<file path="config.mk">
export PLATFORM = sky130hd
export DESIGN_NAME = mmalu_cell
export DESIGN_NICKNAME = d
export VERILOG_FILES = /design/src/design/mmalu_pkg.sv /design/src/design/mmalu_cell.sv
export SDC_FILE = /design/constraint.sdc
export NUM_CORES = 2
export LEC_CHECK = 0
export BUFFER_PORTS_ARGS = -buffer_cell sky130_fd_sc_hd__buf_2
export CORE_AREA = 2 2 607 609
export DETAILED_ROUTE_END_ITERATION = 8
export DIE_AREA = 0 0 609 611
export GPL_TIMING_DRIVEN = 0
export PLACE_DENSITY = 0.33
export SKIP_CTS_REPAIR_TIMING = 1
export SYNTH_ARGS = -nofsm -noshare
export SYNTH_HDL_FRONTEND = slang
export SYNTH_SLANG_ARGS = --single-unit
</file>
<file path="constraint.sdc">
create_clock -name aclk -period 9.75 [get_ports aclk]
set_clock_uncertainty 0.1 [all_clocks]
set_input_delay 1.4625 -clock aclk [delete_from_list [all_inputs] [get_ports aclk]]
set_output_delay 1.4625 -clock aclk [all_outputs]
set_load 0.1 [all_outputs]
</file>
<file path="src/design/mmalu_pkg.sv">
// ---------------------------------------------------------------------------
// mmalu_pkg: shared types and constants
// Widths, opcodes, register indexes and the pipeline payload type used by
// the 128-bit Montgomery modular ALU.
// ---------------------------------------------------------------------------
package mmalu_pkg;

    localparam int W       = 128;
    localparam int QW      = 32;
    localparam int NQ      = W / QW;   // 32-bit digits per 128-bit value
    localparam int STAGES  = 16;       // one pipeline cell per digit product

    typedef enum logic [1:0] {
        CMD_MUL = 2'd0,
        CMD_ADD = 2'd1,
        CMD_SUB = 2'd2,
        CMD_NOP = 2'd3
    } cmd_t;

    typedef enum logic [1:0] {
        REG_P_LO = 2'd0,
        REG_P_HI = 2'd1,
        REG_V_LO = 2'd2,
        REG_V_HI = 2'd3
    } reg_idx_t;

    // Payload carried from cell to cell
    typedef struct packed {
        logic           vld;
        logic [1:0]     cmd;
        logic [W-1:0]   a;     // operand a (mul: multiplicand; later s)
        logic [W-1:0]   b;     // operand b
        logic [2*W:0]   acc;   // running sum t, then t + s*p, with carry
        logic [W-1:0]   sacc;  // running low product t*v
    } cell_t;

endpackage

</file>
<file path="src/design/mmalu_cell.sv">
// ---------------------------------------------------------------------------
// mmalu_cell: one multiply-accumulate cell
// Adds one 32x32 digit product into the item's accumulators. The phase
// (a*b, t*v, s*p) and digit pair are fixed by the cell's position.
// ---------------------------------------------------------------------------
module mmalu_cell #(
    parameter int PHASE = 0,   // 0: t=a*b  1: s=t*v  2: t+s*p
    parameter int IDX   = 0    // digit pair index within the phase
) (
    input  logic                                aclk,
    input  logic                                aresetn,
    input  logic                                en,
    input  logic [mmalu_pkg::W-1:0]             mod_p,
    input  logic [mmalu_pkg::W-1:0]             neg_v,
    input  mmalu_pkg::cell_t                    din,
    output mmalu_pkg::cell_t                    dout
);
    localparam int I = IDX / mmalu_pkg::NQ;
    localparam int J = IDX % mmalu_pkg::NQ;

    mmalu_pkg::cell_t                   dout_reg, dout_next;
    logic [mmalu_pkg::QW-1:0]           x, y;
    logic [2*mmalu_pkg::QW-1:0]         prod;
    logic                               is_mul;

    // digit product for this position
    always_comb begin
        is_mul = din.cmd == mmalu_pkg::CMD_MUL;
        case (PHASE)
            0: begin
                x = din.a[I*mmalu_pkg::QW +: mmalu_pkg::QW];
                y = din.b[J*mmalu_pkg::QW +: mmalu_pkg::QW];
            end
            1: begin
                x = din.acc[I*mmalu_pkg::QW +: mmalu_pkg::QW];
                y = neg_v[J*mmalu_pkg::QW +: mmalu_pkg::QW];
            end
            default: begin
                x = din.a[I*mmalu_pkg::QW +: mmalu_pkg::QW];
                y = mod_p[J*mmalu_pkg::QW +: mmalu_pkg::QW];
            end
        endcase
        prod = (2*mmalu_pkg::QW)'(x) * (2*mmalu_pkg::QW)'(y);
        dout_next = din;
        if (is_mul) begin
            case (PHASE)
                0: dout_next.acc = din.acc + ((2*mmalu_pkg::W+1)'(prod)
                                   << ((I + J) * mmalu_pkg::QW));
                1: begin
                    if (I + J < mmalu_pkg::NQ)
                        dout_next.sacc = din.sacc + (mmalu_pkg::W'(prod)
                                         << ((I + J) * mmalu_pkg::QW));
                    // last cell of the phase hands s on in place of a
                    if (IDX == mmalu_pkg::STAGES - 1)
                        dout_next.a = dout_next.sacc;
                end
                default: dout_next.acc = din.acc + ((2*mmalu_pkg::W+1)'(prod)
                                         << ((I + J) * mmalu_pkg::QW));
            endcase
        end
    end

    always_ff @(posedge aclk) begin
        if (!aresetn) begin
            dout_reg.vld <= 1'b0;
        end else if (en) begin
            dout_reg.vld <= din.vld;
        end
        if (en) begin
            dout_reg.cmd  <= din.cmd;
            dout_reg.a    <= dout_next.a;
            dout_reg.b    <= dout_next.b;
            dout_reg.acc  <= dout_next.acc;
            dout_reg.sacc <= dout_next.sacc;
        end
    end

    assign dout = dout_reg;

endmodule

</file>
* Yosys cells after proc, flatten, opt, wreduce, memory -nomap -nowiden *
Index checks and enable logic that the tools add are counted.

operators by class
  add/subtract/negate cells = 1
  $mul = 1
  divide/modulo/power cells = 0
  order comparisons = 0
  eq/ne operators = 0
  shifts and indexed selects = 0
  mux-type cells = 1
  bitwise gates (word level) = 0
  reductions and logical operators = 1

operators by type and width
  cell                          number
  adder 257 x 64 -> 257 bit     1
  2-to-1 mux 257 bit            1
  multiplier 32 x 32 -> 64 bit  1
  logical NOT 2 bit             1

word-level totals
  bits in registers = 644
  latch bits = 0
  RAM bits = 0
  ROM bits = 0
  input bits = 903
  output and inout port bits = 644
  word-level logic and storage cells = 10
  memories kept = 0

* Logic depth before layout (Yosys ltp) *
  depth after elaboration = 3
  gate-level depth with buffers = 28
  gate-level depth less buffers = 24

* Least setup slack after synthesis *
Ideal clock, no wire load.

  path type = in2reg
  start point = in din[389] (netlist bit)
  end point = reg dout_reg (netlist bit dout[312]), data pin
  setup time = 0.271 ns
  arrival = 8.726 ns
  data required time = 9.379 ns
  path slack = 0.653 ns
  stages on the path = 26
  path buffers = 2
  cells stage by stage = clkbuf_1 -> and2_1 -> fa_1 -> inv_1 -> fa_1 -> inv_1 -> fa_1 -> inv_1 -> fa_1 -> inv_1 -> fa_1 -> fa_1 -> fa_1 -> inv_1 -> fa_1 -> inv_1 -> ha_1 -> nand2_1 -> o21a_1 -> a2111oi_0 -> o31a_1 -> o31ai_1 -> or4_1 -> clkbuf_1 -> a2111oi_0 -> xnor2_1

RTL lines
  item                line              RTL
  start: declaration  mmalu_cell.sv:15  input mmalu_pkg::cell_t din,
  end: declaration    mmalu_cell.sv:21  mmalu_pkg::cell_t dout_reg, dout_next;

==> results.tsv <==
stage	metric	value	unit
worst_hold_path	min_path_type	flip-flop to flip-flop	
run_status	violations	capacitance limit, slew limit, setup timing	
yosys	yosys-top-cells-count	1,100 x inv_1, 962 x fa_1, 780 x nand2_1, 643 x edfxtp_1, 509 x and2_1	
sta	hold_viol	0	
global_route	grt_max_degree	114	
cts	clock-sinks	644	
cells_and_area	area_delta_synth_final	30.3	%
placed_design	placed_cells	12100	
yosys	synth_top_family_by_area	adder cells	
sta	worst_pin_slew	1540	ps
worst_setup_path	start_kind	input port	
yosys	synth_top_area_cell	edfxtp_1	
global_route	grt-ovfl-total	0	
worst_setup_path	path_class	input port to flip-flop	
die	fp.dieW	609	um
cts	path_clk_slew	60	ps
worst_setup_path	r2r_setup_slack	9070	ps
drt	drt-pass1-iter-count	5	
global_route	met1_usage	23.5	%
yosys	synth_cells	6013	
yosys	synthAdderAreaFrac	35.9	%
global_route	grt_pass1_wl	532000	um
yosys	yosysWarningCount	0	
run_status	status	finished, violations left	
yosys	synth_cell_types	75	
yosys	netlist_area	62700	sq um
cells_and_area	nets	9563	
yosys	synth.most_common_cell	inv_1	
drt	final_antenna_net_count	0	
yosys	syn_nets	8137	
worst_setup_path	critPathMaxStageDelay	770	ps
worst_setup_path	critPathMaxFanout	10	
cells_and_area	largest_reg_flops	644	
worst_setup_path	path_buf_inv	10	
cts	cts_inserted_buffers	97	
cts	ctsRootBufferMaster	clkbuf_16	
yosys	ys_seq_area_share	30.8	%
worst_setup_path	crit_required	10150	ps
drt	vias	52300	
cts	cts_tree	yes	
worst_setup_path	path_delay_family	adder cells	
die	ios	1547	
sta	setup_ws	-75.3	ps
die	start_util	17.2	%
yosys	synth_edf_count	643	
sta	drv_slew	2	
job	cap_violations	1	
cells_and_area	drive_gt1_share	24.9	%
global_route	track_usage	21.3	%
worst_setup_path	slowest_stage	a211oi_1	
yosys	synth_ff_type	edfxtp_1	
global_route	busiest_layer	met2	
placed_design	dp_hpwl	346000	um
die	core-area	365000	sq um
placed_design	portBuffers	1284	
yosys	synth_xor_area_share	3.19	%
global_route	met3_usage	5.14	%
placed_design	place_congestion	0.933	
cts	clk_latency	830	ps
sta	setup_viol	3	
sta	min_period	9830	ps
cts	clock_path_buffers	4	
die	die_area	372000	sq um
yosys	synth_mux_area_share	0.0499	%
drt	drc	0	
die	fp.dieH	611	um
yosys	synth_compound_area_share	5.62	%
sta	max-slew-margin-rel	-4.26	%
yosys	yosys.area_share.simple	16.0	%
worst_setup_path	cp.arrival	10230	ps
yosys	synth_area_leaders	edfxtp_1 31%, fa_1 31%, inv_1 6.6%, ha_1 5.2%, and2_1 5.1%	
yosys	ys_ff_latch	644	
cells_and_area	n_fill_cell	40200	
yosys	synth_top_area_share	30.8	%
drt	routed_wl	403000	um
worst_setup_path	crit_top_cell	fa_1	
die	num_rows	222	
drt	via_per_inst	4.23	
global_route	antenna_found_initial	138	
global_route	grt_pass1_vias	56000	
drt	initialDrtViolationCount	3471	
yosys	synth_area_per_cell	10.4	sq um
worst_setup_path	cp-end-kind	flip-flop	
sta	clock.fmax	102	MHz
drt	wl_per_cell	32.6	um
sta	post-route-period-util	101	%
cts	htree_levels	3	
global_route	use_met2	39.0	%
yosys	ys_async_sr_fraction	0	%
cells_and_area	final_cells	12400	
-- cell type report --
type                       count  area [sq um]  share of cell area [%]
timing repair buffer        1344          7360                    9.01
clock buffer                 109          2470                    3.03
antenna                       42           105                   0.129
tap                         4816          6030                    7.37
buffer                       282          2480                    3.04
inverter                    1100          4130                    5.05
sequential                   644         19300                    23.7
multi-input combinational   3970         39200                    48.0
clock inverter                59           603                   0.738
-- worst reg2reg max path: cells and delay by family (launching register included) --
family / cells / cell delay, ps
multiplexers: 1 / 110
flip-flops: 1 / 310
AND/OR/NAND/NOR: 1 / 60
-- routing by layer --
| metal | up-vias | wire [um] | part of all wire [%] |
|---|---|---|---|
| met1 | 26900 | 148000 | 37 |
| met2 | 2296 | 206000 | 51 |
| met5 | - | 575 | 0.14 |
| li1 | 22300 | - | - |
| met4 | 92 | 20500 | 5.1 |
| met3 | 665 | 27900 | 6.9 |
-- worst paths after layout --
kind	cells past startpoint	startpoint	end
hold reg to reg	2	dout[643]$_SDFFE_PN0P_	dout[643]$_SDFFE_PN0P_
setup / recovery	28	din[397]	dout[204]$_DFFE_PP_
hold / removal	2	dout[643]$_SDFFE_PN0P_	dout[643]$_SDFFE_PN0P_
setup reg to reg	2	dout[643]$_SDFFE_PN0P_	dout[643]$_SDFFE_PN0P_
-- metrics by stage --
stage	cell area [sq um]	setup WS [ps]	TNS [ps]	hold slack, ps	util (%)
after floorplan	62700	653	0	881	-
after global placement	75100	-5730	-4101680	392	20.6
final	81700	-75.3	-141	415	22.4
after CTS	78600	-3110	-419820	425	21.5
after global routing	81600	-36.3	-65.0	442	22.4
after detailed placement	75500	-3960	-620670	408	20.7
-- logic make-up (layout without fill, tap and decap cells) --
| logic type | Yosys count | after routing |
|---|---|---|
| AND/OR/NAND/NOR | 1985 | 1985 |
| buffers and inverters | 1399 | 2894 |
| adder cells (fa/ha/maj) | 1221 | 1221 |
| flip-flops | 644 | 644 |
| AO/OA/AOI/OAI | 533 | 533 |
| XOR/XNOR | 228 | 228 |
| multiplexers | 3 | 3 |
| other | 0 | 42 |
-- cell usage in the layout (no fill, tap or decap), drive strengths merged, types with 19 or more instances in the layout --
cell	synthesis	layout
nor2	142	142
fa	962	962
edfxtp	643	643
ha	259	259
o21bai	19	19
a2111oi	30	30
a21o	26	26
xor2	81	81
and3	63	63
inv	1100	1109
clkinv	0	38
o21a	20	20
diode	0	42
nor3	69	69
a21oi	126	126
nand3	118	118
or4	20	20
xnor2	147	147
or3	19	19
nand4	129	129
nand2	780	780
and4	39	39
buf	13	1493
and2	511	511
o211ai	51	51
nor4	50	50
o21ai	124	124
a211oi	34	34
clkbuf	286	239
o2111ai	39	39
Power is left out: the tool's default activity adds up to more than one toggle a clock period on the data nets, which glitch-free logic cannot reach.
